[src/rtl/two_ring_polygon_validity_check_macros.svh]
// Assertion macros for the polygon validity check controller
`ifndef TWO_RING_POLYGON_VALIDITY_CHECK_MACROS_SVH
`define TWO_RING_POLYGON_VALIDITY_CHECK_MACROS_SVH

// same-cycle implication, sampled on clk, off while rst_n is low
`define TRPVC_ASSERT_IMP(lbl, ante, cons, msg) \
  lbl: assert property (@(posedge clk) disable iff (!rst_n) (ante) |-> (cons)) \
    else $error(msg);

// next-cycle implication, sampled on clk, off while rst_n is low
`define TRPVC_ASSERT_NXT(lbl, ante, cons, msg) \
  lbl: assert property (@(posedge clk) disable iff (!rst_n) (ante) |=> (cons)) \
    else $error(msg);

`endif

[src/rtl/trpvc_pkg.sv]
// Shared types and codes for the polygon validity check
`timescale 1ns / 1ps

package trpvc_pkg;

  localparam logic [1:0] ERR_NONE = 2'd0;
  localparam logic [1:0] ERR_ODD  = 2'd1;
  localparam logic [1:0] ERR_OVF  = 2'd2;

  typedef struct packed {
    logic wr;
    logic ld;
    logic issue;
    logic dot;
    logic clr;
  } trpvc_cmd_t;

  typedef struct packed {
    logic busy;
    logic fail;
  } trpvc_sts_t;

endpackage

[src/rtl/trpvc_ctrl.sv]
// Controller: vertex loading, edge pair and turn sequencing, result register
`timescale 1ns / 1ps
`include "two_ring_polygon_validity_check_macros.svh"

module trpvc_ctrl
  import trpvc_pkg::*;
#(
  parameter int MAX_VERTICES = 256,
  parameter int AW           = 8
) (
  input  logic          clk,
  input  logic          rst_n,
  input  logic          in_valid,
  output logic          in_ready,
  input  logic          in_last,
  output logic          out_valid,
  input  logic          out_ready,
  output logic          out_valid_res,
  output logic [1:0]    out_error_code,
  output trpvc_cmd_t    cmd,
  output logic [AW-1:0] wa,
  output logic [AW-1:0] ra,
  output logic [AW-1:0] rb,
  input  trpvc_sts_t    sts
);

  localparam int CW = $clog2(MAX_VERTICES + 1);
  localparam logic [CW-1:0] MAXC = CW'(MAX_VERTICES);
  localparam logic [CW-1:0] ONE  = CW'(1);

  typedef enum logic [6:0] {
    S_LOAD  = 7'b0000001,
    S_PLOAD = 7'b0000010,
    S_PAIR  = 7'b0000100,
    S_DLOAD = 7'b0001000,
    S_DOT   = 7'b0010000,
    S_DRAIN = 7'b0100000,
    S_FIN   = 7'b1000000
  } trpvc_state_t;

  trpvc_state_t  state_r, state_nxt;
  logic [CW-1:0] cnt_r, cnt_nxt, n_r, n_nxt, h_r, h_nxt;
  logic [CW-1:0] i_r, i_nxt, j_r, j_nxt, ni_r, ni_nxt, a_r, a_nxt;
  logic [CW-1:0] ra_c, rb_c, wa_c, cnt_inc, nj;
  logic          ovf_r, ovf_nxt;
  logic [1:0]    err_r, err_nxt;
  logic          out_valid_r, out_valid_nxt;
  logic          out_valid_res_r, out_valid_res_nxt;
  logic [1:0]    out_error_code_r, out_error_code_nxt;
  logic          in_acc, full, of_now;

  function automatic logic [CW-1:0] succ(input logic [CW-1:0] i,
                                         input logic [CW-1:0] h,
                                         input logic [CW-1:0] n);
    logic [CW-1:0] ip;
    ip = i + ONE;
    if (i < h) begin
      return (ip == h) ? '0 : ip;
    end
    return (ip == n) ? h : ip;
  endfunction

  assign in_ready = (state_r == S_LOAD);
  assign in_acc   = in_valid && in_ready;
  assign full     = (cnt_r == MAXC);
  assign cnt_inc  = cnt_r + (full ? '0 : ONE);
  assign of_now   = ovf_r || full;
  assign nj       = succ(j_r, h_r, n_r);

  always_comb begin
    state_nxt          = state_r;
    cnt_nxt            = cnt_r;
    ovf_nxt            = ovf_r;
    n_nxt              = n_r;
    h_nxt              = h_r;
    i_nxt              = i_r;
    j_nxt              = j_r;
    ni_nxt             = ni_r;
    a_nxt              = a_r;
    err_nxt            = err_r;
    out_valid_nxt      = out_valid_r && !out_ready;
    out_valid_res_nxt  = out_valid_res_r;
    out_error_code_nxt = out_error_code_r;
    cmd                = '0;
    ra_c               = i_r;
    rb_c               = i_r;
    wa_c               = cnt_r;
    case (state_r)
      S_LOAD: begin
        if (in_acc) begin
          cmd.wr  = !full;
          cnt_nxt = cnt_inc;
          ovf_nxt = of_now;
          if (in_last) begin
            cnt_nxt = '0;
            ovf_nxt = 1'b0;
            n_nxt   = cnt_inc;
            h_nxt   = cnt_inc >> 1;
            i_nxt   = '0;
            if (of_now) begin
              err_nxt   = ERR_OVF;
              state_nxt = S_FIN;
            end else if (cnt_inc[0]) begin
              err_nxt   = ERR_ODD;
              state_nxt = S_FIN;
            end else begin
              err_nxt   = ERR_NONE;
              cmd.clr   = 1'b1;
              state_nxt = S_PLOAD;
            end
          end
        end
      end
      S_PLOAD: begin
        cmd.ld    = 1'b1;
        rb_c      = succ(i_r, h_r, n_r);
        ni_nxt    = succ(i_r, h_r, n_r);
        j_nxt     = i_r + ONE;
        state_nxt = S_PAIR;
      end
      S_PAIR: begin
        if (j_r == n_r) begin
          if (i_r + ONE == n_r) begin
            i_nxt     = '0;
            state_nxt = S_DLOAD;
          end else begin
            i_nxt     = i_r + ONE;
            state_nxt = S_PLOAD;
          end
        end else begin
          ra_c      = j_r;
          rb_c      = nj;
          cmd.issue = (ni_r != j_r) && (nj != i_r);
          j_nxt     = j_r + ONE;
        end
      end
      S_DLOAD: begin
        cmd.ld    = 1'b1;
        rb_c      = succ(i_r, h_r, n_r);
        a_nxt     = succ(i_r, h_r, n_r);
        state_nxt = S_DOT;
      end
      S_DOT: begin
        cmd.issue = 1'b1;
        cmd.dot   = 1'b1;
        ra_c      = succ(a_r, h_r, n_r);
        rb_c      = succ(a_r, h_r, n_r);
        if (i_r + ONE == n_r) begin
          state_nxt = S_DRAIN;
        end else begin
          i_nxt     = i_r + ONE;
          state_nxt = S_DLOAD;
        end
      end
      S_DRAIN: begin
        if (!sts.busy) begin
          state_nxt = S_FIN;
        end
      end
      S_FIN: begin
        if (!out_valid_r || out_ready) begin
          out_valid_nxt      = 1'b1;
          out_valid_res_nxt  = (err_r == ERR_NONE) && !sts.fail;
          out_error_code_nxt = err_r;
          state_nxt          = S_LOAD;
        end
      end
      default: begin
        state_nxt = S_LOAD;
      end
    endcase
  end

  assign wa = wa_c[AW-1:0];
  assign ra = ra_c[AW-1:0];
  assign rb = rb_c[AW-1:0];

  always_ff @(posedge clk) begin
    if (!rst_n) begin
      state_r     <= S_LOAD;
      cnt_r       <= '0;
      ovf_r       <= 1'b0;
      out_valid_r <= 1'b0;
    end else begin
      state_r     <= state_nxt;
      cnt_r       <= cnt_nxt;
      ovf_r       <= ovf_nxt;
      out_valid_r <= out_valid_nxt;
    end
  end

  always_ff @(posedge clk) begin
    n_r              <= n_nxt;
    h_r              <= h_nxt;
    i_r              <= i_nxt;
    j_r              <= j_nxt;
    ni_r             <= ni_nxt;
    a_r              <= a_nxt;
    err_r            <= err_nxt;
    out_valid_res_r  <= out_valid_res_nxt;
    out_error_code_r <= out_error_code_nxt;
  end

  assign out_valid      = out_valid_r;
  assign out_valid_res  = out_valid_res_r;
  assign out_error_code = out_error_code_r;

  `TRPVC_ASSERT_IMP(a_rd_in_set, (cmd.issue || cmd.ld), (ra_c < n_r) && (rb_c < n_r), "vertex read beyond set")
  `TRPVC_ASSERT_IMP(a_no_shared, (state_r == S_PAIR) && cmd.issue, (ra_c != ni_r) && (rb_c != i_r), "adjacent edges issued as pair")
  `TRPVC_ASSERT_IMP(a_err_invalid, out_valid && (out_error_code != ERR_NONE), !out_valid_res, "error result flagged valid")
  `TRPVC_ASSERT_NXT(a_last_stops, in_valid && in_ready && in_last, !in_ready, "beat taken after last")

endmodule

[config.mk]
export PLATFORM = sky130hd
export DESIGN_NAME = trpvc_ctrl
export DESIGN_NICKNAME = d
export VERILOG_FILES = /design/src/rtl/trpvc_pkg.sv /design/src/rtl/trpvc_ctrl.sv
export VERILOG_INCLUDE_DIRS = /design/src /design/src/rtl
export SDC_FILE = /design/constraint.sdc
export NUM_CORES = 1
export LEC_CHECK = 0
export BUFFER_PORTS_ARGS = -buffer_cell sky130_fd_sc_hd__buf_2
export CORE_MARGIN = 10
export CORE_UTILIZATION = 45
export DETAILED_ROUTE_END_ITERATION = 12
export GPL_TIMING_DRIVEN = 0
export SKIP_LAST_GASP = 1
export SLEW_MARGIN = 0
export SYNTH_ARGS = -nofsm -noshare
export SYNTH_HDL_FRONTEND = slang
export SYNTH_SLANG_ARGS = --single-unit
[constraint.sdc]
create_clock -name clk -period 10.6 [get_ports clk]
set_clock_uncertainty 0.15 [all_clocks]
set_input_delay 0.53 -clock clk [delete_from_list [all_inputs] [get_ports clk]]
set_output_delay 0.53 -clock clk [all_outputs]
set_load 0.01 [all_outputs]
* Word-level counts from Yosys, hierarchy flattened
Index checks and enable logic that the tools add are counted.
** Word-level totals
- Register bits :: 76
- Logic and storage cells :: 122
** Operators by class
- Add/subtract/negate cells :: 4
- $lt $le $gt $ge :: 3
- Muxes and demuxes :: 58
- Reduce and logical (&&, ||, !) cells :: 20
- Equality and inequality tests :: 24
** Operator list (number)
- $mux W9 :: 16
- $mux W7 :: 7
- $pmux W7 S7 :: 1
- $mux W8 :: 6
- $eq A9 B9 Y1 :: 4
- $pmux W8 S4 :: 1
- $add A9 B1 Y9 const B :: 3
- $eq A9 B8 Y1 :: 3
- $lt A9 B8 Y1 :: 3
- $pmux W9 S3 :: 1
- $mux W1 :: 21
- $ne A9 B9 Y1 :: 2
- $pmux W9 S2 :: 1
- $pmux W8 S2 :: 1
- $ne A2 B2 Y1 const B :: 5
- $reduce_and A5 Y1 :: 2
- $add A9 B1 Y9 :: 1
- $eq A9 B9 Y1 const B :: 1
- $eq A7 B1 Y1 const B :: 1
- $eq A7 B2 Y1 const B :: 1
- $eq A7 B3 Y1 const B :: 1
- $eq A7 B4 Y1 const B :: 1
- $eq A7 B5 Y1 const B :: 1
- $eq A7 B6 Y1 const B :: 1
- other kinds (14) :: 24

* Longest topological paths before layout
Gate-level depths: netlist (run 1).
- Depth after elaboration :: 9
- Gate-level depth with buffers :: 13
- Gate-level depth less buffers :: 12

* Worst setup path before layout (run 1)
Ideal clock, no wire load.
- Kind :: flip-flop to output port
- Start :: register i_r[1]
- End :: output port rb[3]
- Cell stages (with the launch flop) :: 13
- Required time :: 9.920 ns
- Data arrival time :: 3.153 ns
- Setup slack :: 6.767 ns
- Cells stage by stage :: edfxtp_1 > ha_1 > xnor2_1 > xnor2_1 > nand3_1 > or4_1 > or4b_1 > buf_2 > o21bai_4 > buf_6 > nor2_2 > a21oi_1 > a221oi_2
** On the way
- Longest elaborated chain between the ends :: 6
** RTL lines
- start, declared :: line trpvc_ctrl.sv:43 : logic [CW-1:0] i_r, i_nxt, j_r, j_nxt, ni_r, ni_nxt, a_r, a_nxt;
- start signal, assigned :: line trpvc_ctrl.sv:195 : i_r <= i_nxt;
- $add A9 B1 Y9 :: line trpvc_ctrl.sv:56 : ip = i + ONE;
- $eq A9 B8 Y1 :: line trpvc_ctrl.sv:58 : return (ip == h) ? '0 : ip;
- $mux W9 (3 in a row)
- $pmux W8 S4 (*) :: line trpvc_ctrl.sv:88 : case (state_r)
- end, declared :: line trpvc_ctrl.sv:23 : output logic [AW-1:0] rb,
Mark *: on every way between the ends. The rest lies on a longest branch, timed or not. The select of a mux whose other input is x is not followed.

==> flow_summary.json, run 1 <==
{
  "status": "finished, final reports clean",
  "p_per_area_nw_per_um2": 154,
  "io_buffers": 39,
  "nNetsFinal": 741,
  "firstDrtPassIters": 5,
  "synth.area.mux_share": 0.0157,
  "fin_area_um2": 6530,
  "grt_pass1_wl_mm": 29.3,
  "tightest_slew_ns": 0.997,
  "ys_seq_area_frac": 0.319,
  "finalSetupTns_ns": 0,
  "worstSetupPathType": "reg2out",
  "final_util": 0.516,
  "dieHeight_um": 134,
  "synth-compound-area-share": 0.169,
  "hpwl_mm": 13.9,
  "min_period_ns": 5.41,
  "slew_headroom": 0.336,
  "fp.coreArea_um2": 12700,
  "synthSimpleGateAreaFrac": 0.215,
  "cts_buffers": 9,
  "netlist_area_um2": 5830,
  "grt_max_degree": 15,
  "area_delta_synth_final_pct": 12.0,
  "end_kind": "primary output",
  "synth_cells": 654,
  "synth_top_family_by_area": "simple AND/OR/NAND/NOR gates",
  "dieArea_um2": 17900,
  "hold_buffers": 0,
  "overflow": 0,
  "synth-edff-count": 50,
  "cp_max_fo": 10,
  "synthArstFlopShare": 0,
  "wirelength_mm": 18.7,
  "synthAdderAreaFrac": 0.0643,
  "cap_violations": 0,
  "cts_resized": 0,
  "die_w_um": 134,
  "routed_via_density": 5.94,
  "drt_iter0_drc": 623,
  "clockRootBuffer": "clkbuf_16",
  "worst_slack_ns": 5.19,
  "htree_num_levels": 3,
  "drtAntennaViolNets": 0,
  "yosys_warnings": 0,
  "rsz0062_at_grt": "false",
  "fillers": 1200,
  "grt_pass1_vias": 5082,
  "ys_types": 78,
  "post-cts-setup-buffers": 0,
  "syn-num-nets": 691,
  "rows": 41,
  "ys_ff_latch": 68,
  "drc_errors": 0,
  "track_usage": 0.209,
  "clkTransAtPathRegs_ns": 0.06,
  "post_dp_cell_area_um2": 6240,
  "cts_tree": "done",
  "clk_latency_ns": 0.34,
  "setup_viol": 0,
  "finalCritPeriodShare": 0.510,
  "diodes": 0,
  "synth_xor_area_frac": 0.158,
  "hold_path.class": "in2reg",
  "startpoint_type": "flip-flop",
  "synthFlopType": "edfxtp_1",
  "final_hold_viol_count": 0,
  "finalWeightedCongestion": 0.979,
  "cts.sinks": 68,
  "pin_count": 41,
  "vias": 5231,
  "antenna_found_initial": 0,
  "fmax_mhz": 185,
  "vdd_drop_max_v": 0.0000931,
  "cts_buffer_depth": 2,
  "required_ns": 9.92,
  "initial_core_util": 0.460,
  "pre_cts_ws_ns": 5.70,
  "total_power_mw": 1.01,
  "postSynthAreaPerCell_um2": 8.92,
  "leakage_nw": 2.57,
  "drive_gt1_frac": 0.130,
  "wire_per_inst_um": 21.2,
  "worstPathArrival_ns": 4.73,
  "slew_viol_final": 0
}
## layout by cell type, fill, tap and decap left out, types with 7 or more instances in the layout
| master | instances |
|---|---|
| nor2_1 | 66 |
| xnor2_1 | 54 |
| edfxtp_1 | 50 |
| buf_2 | 46 |
| nand2_1 | 36 |
| xor2_1 | 34 |
| clkbuf_1 | 32 |
| ha_1 | 30 |
| a21oi_1 | 29 |
| o21ai_0 | 26 |
| nor3_1 | 24 |
| inv_1 | 23 |
| nand3_1 | 18 |
| dfxtp_1 | 18 |
| buf_4 | 12 |
| nand4_1 | 10 |
| o21a_1 | 10 |
| nor2b_1 | 10 |
| nand3b_1 | 10 |
| a22oi_1 | 10 |
| and2_1 | 9 |
| and3_1 | 9 |
| clkbuf_16 | 9 |
| mux2i_1 | 8 |
| o211ai_1 | 7 |
## final timing paths
kind	from	to	slack, ns	cells past startpoint
worst max register to register	i_r[1]$_DFFE_PP_	a_r[4]$_DFFE_PP_	6.33	11
worst min register to register	err_r[1]$_SDFFCE_PP1P_	out_error_code[1]$_DFFE_PP_	0.31	0
worst max-delay path	n_r[4]$_DFFE_PP_	cmd[2]	5.19	14
worst min-delay path	sts[0]	out_valid_res$_DFFE_PP_	0.31	2
## state kept, by name (all words and copies together) (netlist names)
name,cells
ni_r,9
n_r,9
cnt_r,9
j_r,9
i_r,9
ovf_r,1
err_r,2
out_valid,1
state_r,7
out_valid_res,1
a_r,9
out_error_code,2
## critical path, cell delays in order, from the launching register on
cell and delay [ns]:
edfxtp_1 0.31, clkbuf_1 0.52, clkinv_1 0.66, ha_1 0.42, a211oi_1 0.23, nand2_1 0.09
o221ai_1 0.23, nand4_1 0.16, nor2_1 0.16, clkbuf_1 0.41, nor3_1 0.08, or4_1 0.53
a211oi_1 0.27, a31oi_1 0.15, buf_2 0.17
## synthesized netlist by cell type, drive strengths merged (4+ instances only)
cell type	instances	area, um2
nor3	24	120
nor2	67	254
nand2	36	135
edfxtp	50	1500
o211ai	7	52.6
dfxtp	18	360
a211o	5	43.8
and2	10	65.1
nand3b	10	75.1
xor2	34	298
nor3b	6	50.1
o21a	10	75.1
xnor2	55	489
nor2b	10	62.6
mux2i	8	80.1
or4	5	37.5
nor4	6	37.5
ha	30	375
a221o	5	50.1
clkbuf	29	109
and3	10	67.6
or2	6	37.5
a211oi	6	50.1
and4	4	37.5
o21ai	28	140
nand2b	6	37.5
a22o	4	35.0
nand3	18	90.1
a22oi	10	75.1
xnor3	6	135
a21oi	29	145
buf	20	136
inv	24	90.1
nand4	10	62.6
## per-stage QoR
stage,instances,hold slack [ns]
floorplan,654,0.278
finish,881,0.311
global route,881,0.312
detailed placement,865,0.303
global placement,865,0.287
CTS,881,0.307
## cells by family after synthesis
logic type / count (synthesis)
AND/OR/NAND/NOR: 238
AO/OA/AOI/OAI: 139
XOR/XNOR: 95
buffers and inverters: 75
flip-flops: 68
adder cells (fa/ha/maj): 30
multiplexers: 9
## final cells by class
cell class / instances / area [um2] / area share
plain buffers: 49 / 245 / 0.0375
clock buffers: 12 / 236 / 0.0362
clock inverters: 4 / 51.3 / 0.00785
inverters: 26 / 97.6 / 0.0149
multi-input cells: 511 / 3630 / 0.556
flip-flops and latches: 68 / 1860 / 0.285
well taps: 172 / 215 / 0.0329
repair buffers: 39 / 195 / 0.0299
## routing by layer
metal / routed length, um / GRT usage
met4: 591 / 0.0859
met2: 8120 / 0.314
met3: 1970 / 0.0530
met5: 0 / 0
met1: 8040 / 0.278
## where the power goes
part           total [mW]  internal, mW  switching (mW)
Sequential          0.338         0.320          0.0177
Clock               0.299         0.182           0.116
Combinational       0.370         0.140           0.230
Note: power is estimated with default switching activity, not from simulation.
==> inputs of run 2 (changes only) <==
clock period = 4.9 ns   (was 10.6 ns; I/O delays follow)
==> run 2 against run 1 <==
Compared with the run above: cell count decreased by 0.34%; largest power group unchanged; via count grew 1.3%; setup slack got worse by 5.0 ns; clock power grew 120%; global-route usage unchanged; power rose by 120%; sequential cell count unchanged; sequential power increased by 120%; combinational power rose by 110%; critical path depth down 3; critical path type unchanged; sequential share of layout area hardly changed; largest cell class unchanged; highest routed layer unchanged; die area stayed put.
==> flow_summary.json, run 2 (same netlist as run 1, synthesis figures left out) <==
{
  "p_per_area_nw_per_um2": 334,
  "drt_iter0_drc": 629,
  "slowest_delay_ns": 0.57,
  "required_ns": 4.51,
  "clockRootBuffer": "clkbuf_16",
  "seqCellArea_um2": 1860,
  "final_common_cell": "nor2_1",
  "multi_input_area_um2": 3640,
  "wirelength_mm": 18.6,
  "cp_cell_sequence": "clkinv_1, xnor3_1, or4_1, or4b_1, buf_2, o21bai_4, buf_6, nor2_2, a21oi_1, a221oi_2, buf_2",
  "cts.sinks": 68,
  "fin_area_um2": 6530,
  "vdd_drop_max_v": 0.000202,
  "cts_buffer_depth": 2,
  "setup_viol": 0,
  "final_util": 0.515,
  "status": "finished, final reports clean",
  "min_period_ns": 4.66,
  "clkTransAtPathRegs_ns": 0.06,
  "fmax_mhz": 214,
  "dieHeight_um": 134,
  "path_common_cell": "buf_2",
  "grt_max_degree": 15,
  "startpoint_type": "flip-flop",
  "crit_family": "simple AND/OR/NAND/NOR gates",
  "path_buf_inv": 4,
  "area_delta_synth_final_pct": 11.9,
  "hold_buffers": 0,
  "cts_buffers": 9,
  "nNetsFinal": 738,
  "vias": 5301,
  "fillers": 1201,
  "worstSetupPathType": "reg2out",
  "finalSetupTns_ns": 0,
  "antenna_found_initial": 0,
  "post_dp_cell_area_um2": 6240,
  "wire_per_inst_um": 21.2,
  "end_kind": "primary output",
  "crit_slowest_cell": "or4_1",
  "worstPathArrival_ns": 4.27,
  "cp_max_fo": 10,
  "rows": 41,
  "cts_tree": "done",
  "drtAntennaViolNets": 0,
  "dieArea_um2": 17900,
  "slew_viol_final": 0,
  "post-cts-setup-buffers": 0,
  "grt_pass1_wl_mm": 29.3,
  "finalWeightedCongestion": 0.979,
  "cap_violations": 0,
  "htree_num_levels": 3,
  "routed_via_density": 6.04,
  "tightest_slew_ns": 1.00,
  "diodes": 0,
  "finalCritPeriodShare": 0.952,
  "drive_gt1_frac": 0.133,
  "drc_errors": 0,
  "rsz0062_at_grt": "true",
  "overflow": 0,
  "io_buffers": 39,
  "clk_latency_ns": 0.34,
  "slew_headroom": 0.333,
  "hold_path.class": "in2reg",
  "pin_count": 41,
  "die_w_um": 134,
  "leakage_nw": 2.57,
  "grt_pass1_vias": 5082,
  "initial_core_util": 0.460,
  "hpwl_mm": 13.9,
  "track_usage": 0.209,
  "firstDrtPassIters": 5,
  "final_hold_viol_count": 0,
  "fp.coreArea_um2": 12700,
  "mostFrequentLayoutCells": "nor2_1 (66), xnor2_1 (53), edfxtp_1 (50)"
}
## run 2: cell types whose count changed in the layout (fill, tap and decap cells not counted), sizes merged
cell and delta:
clkbuf -3
## run 2: what timing repair did
action | 4_1_cts | 5_1_grt
resized for setup | 1 | 1
pin swaps | 0 | 0
setup endpoints to repair | 1 | 5
## run 2: metal layers
| metal | global-route usage | up-vias | share of wire |
|---|---|---|---|
| li1 | - | 2473 | - |
| met1 | 0.278 | 2523 | 0.43 |
| met2 | 0.314 | 265 | 0.43 |
| met3 | 0.0530 | 40 | 0.10 |
| met4 | 0.0859 | 0 | 0.033 |
| met5 | 0 | - | 0 |
## run 2: final cells by class
class	count	area share
well taps	172	0.0330
plain buffers	46	0.0358
clock buffers	12	0.0362
inverters	26	0.0151
repair buffers	39	0.0299
clock inverters	4	0.00786
multi-input cells	511	0.557
flip-flops and latches	68	0.285
## run 2: power breakdown
part	internal, mW	total (mW)	switching, mW
clock	0.395	0.648	0.254
combinational	0.304	0.786	0.483
sequential	0.693	0.745	0.0520
total	1.39	2.18	0.788
## run 2: worst paths after layout
path | start | to | slack [ns] | cells after the start
hold reg to reg | err_r[0]$_SDFFCE_PP0P_ | out_error_code[0]$_DFFE_PP_ | 0.31 | 0
hold / removal | rst_n | state_r[2]$_SDFFE_PN0P_ | 0.02 | 2
setup / recovery | n_r[6]$_DFFE_PP_ | rb[3] | 0.24 | 11
setup reg to reg | n_r[6]$_DFFE_PP_ | a_r[4]$_DFFE_PP_ | 0.84 | 9
## run 2: metrics by stage
step	total power, mW	instances	hold slack [ns]	setup slack (ns)
CTS	2.17	881	0.0220	0.109
global placement	1.51	865	0.287	0.342
global route	2.29	878	0.0267	-0.00581
detailed placement	1.52	865	0.303	0.282
floorplan	1.27	654	0.217	1.35
finish	2.18	878	0.0235	0.236
==> inputs of run 3 (changes only) <==
SKIP_LAST_GASP = unset   (was 1)
clock period = 3.9 ns   (was 4.9 ns; I/O delays follow)
==> run 3 against run 2 <==
Compared with the run above: the run now ends with setup timing left; hold slack worse by 0.00052 ns; largest cell class unchanged; highest routed layer unchanged; combinational power up 55%; power up 36%; clock-buffer cell count unchanged; final area grew 12%; die area stayed put; sequential cell count stayed put; critical path depth did not move; sequential share of layout area shrank 3.1 points; sequential power up 26%; largest power group unchanged; cell count grew 5.5%.
==> flow_summary.json, run 3 (same netlist as run 1, synthesis figures left out) <==
{
  "p_clk_frac": 0.274,
  "grt_pass1_wl_mm": 30.0,
  "setup_viol": 3,
  "slew_headroom": 0.312,
  "vias": 5522,
  "pre_cts_ws_ns": -0.668,
  "tightest_slew_ns": 1.03,
  "dieHeight_um": 134,
  "slew_viol_final": 0,
  "required_ns": 3.56,
  "drt_iter0_drc": 631,
  "hpwl_mm": 13.9,
  "min_period_ns": 3.96,
  "stdcell_count": 926,
  "startpoint_type": "flip-flop",
  "finalWeightedCongestion": 0.979,
  "cap_violations": 0,
  "dieArea_um2": 17900,
  "slowest_delay_ns": 0.55,
  "die_w_um": 134,
  "routed_via_density": 5.96,
  "pwr-share-seq": 0.315,
  "worst_slack_ns": -0.0583,
  "status": "finished, violations left",
  "vdd_drop_max_v": 0.000251,
  "p_int_mw": 1.90,
  "diodes": 0,
  "rows": 41,
  "wire_per_inst_um": 21.2,
  "cts_buffer_depth": 2,
  "dp.cells": 865,
  "cts.sinks": 68,
  "violations": "setup timing",
  "fp.coreArea_um2": 12700,
  "overflow": 0,
  "firstDrtPassIters": 5,
  "worstSetupPathType": "reg2out",
  "drtAntennaViolNets": 0,
  "p_per_area_nw_per_um2": 406,
  "dr_wl_met2_mm": 8.82,
  "fmax_mhz": 253,
  "finalCritPeriodShare": 1.01,
  "final_common_cell": "nor2_1",
  "clkTransAtPathRegs_ns": 0.06,
  "grt_pass1_vias": 5277,
  "antenna_found_initial": 0,
  "mostFrequentLayoutCells": "nor2_1 (63), buf_4 (61), edfxtp_1 (50)",
  "leakage_nw": 2.92,
  "track_usage": 0.214,
  "highest_layer": "met4",
  "pin_count": 41,
  "worstPathArrival_ns": 3.61,
  "area_delta_synth_final_pct": 25.6,
  "hold_path.class": "in2reg",
  "io_buffers": 39,
  "initial_core_util": 0.460,
  "p_switching_mw": 1.07,
  "clockRootBuffer": "clkbuf_16",
  "final_hold_viol_count": 0,
  "cts_tree": "done",
  "p_sw_frac": 0.361,
  "end_kind": "primary output",
  "htree_num_levels": 3,
  "m1WireLength_mm": 8.35,
  "cp_cell_sequence": "clkinv_4, xnor3_1, or4_4, or4b_4, o21bai_4, buf_6, buf_4, nor2_4, o32ai_2, a21oi_2, buf_2",
  "crit_slowest_cell": "or4_4",
  "clk_latency_ns": 0.34,
  "grt_max_degree": 15,
  "cp_max_fo": 8,
  "wirelength_mm": 19.6,
  "nNetsFinal": 786,
  "dr_wl_met3_mm": 1.77,
  "p_comb_frac": 0.411,
  "cts_buffers": 9,
  "rsz0062_at_grt": "true",
  "fillers": 1117,
  "drive_gt1_frac": 0.261,
  "drc_errors": 0
}
==> run 3: cell types whose count changed in the layout (fill, tap and decap cells not counted), sizes merged <==
cell,delta
dlygate4sd3,+2
clkinvlp,+4
clkbuf,-7
inv,-4
buf,+53
==> run 3: worst paths after layout <==
check	slack, ns	endpoint	start	cells after the start
max	-0.06	rb[1]	n_r[6]$_DFFE_PP_	11
min	0.02	out_valid$_SDFF_PN0_	out_ready	3
max reg2reg	0.33	a_r[4]$_DFFE_PP_	n_r[6]$_DFFE_PP_	8
min reg2reg	0.31	out_error_code[1]$_DFFE_PP_	err_r[1]$_SDFFCE_PP1P_	0
==> run 3: through the flow <==
step	util	total power [mW]	TNS [ns]	cell area (um2)	hold WS [ns]
finish	0.578	2.97	-0.156	7330	0.0230
global route	0.578	3.12	-0.986	7330	0.0631
CTS	0.542	2.84	-0.707	6860	0.0186
detailed placement	0.493	1.91	-8.24	6240	0.303
global placement	0.493	1.90	-7.31	6240	0.287
floorplan	-	1.59	0	5830	0.167
==> run 3: worst max-delay path, delay by kind of cell, from the launching register on <==
family	cells	cell delay [ns]
AND/OR/NAND/NOR	3	1.15
AO/OA/AOI/OAI	3	0.51
XOR/XNOR	1	0.42
buffers and inverters	4	0.68
flip-flops	1	0.50
==> run 3: power by group through the flow <==
stage               logic, mW  registers (mW)  clock network (mW)
floorplan               0.681           0.914                   0
global placement        0.970           0.927                   0
detailed placement      0.980           0.931                   0
CTS                      1.08           0.936               0.826
global route             1.31           0.941               0.864
finish                   1.22           0.936               0.814
==> run 3: area by class of cell <==
class                   count  area, um2  area share
inverters                  26        119      0.0162
clock buffers              12        236      0.0323
multi-input cells         511       3930       0.537
well taps                 172        215      0.0294
clock inverters             4       51.3     0.00700
plain buffers              39        280      0.0383
repair buffers             94        631      0.0861
flip-flops and latches     68       1860       0.254
==> run 3: what timing repair did <==
item | 4_1_cts | 5_1_grt
endpoints found under the hold margin | 4 | 0
endpoints found under the setup margin | 49 | 22
buffers inserted | 17 | 35
gates resized for setup | 45 | 60
gates cloned | 1 | 0
pin swaps | 7 | 23
hold buffers | 2 | 0
==> run 3: layer usage <==
metal,global-route usage,vias to the layer above
met4,0.0985,0
li1,-,2573
met2,0.327,263
met1,0.277,2644
met3,0.0545,42
met5,0,-
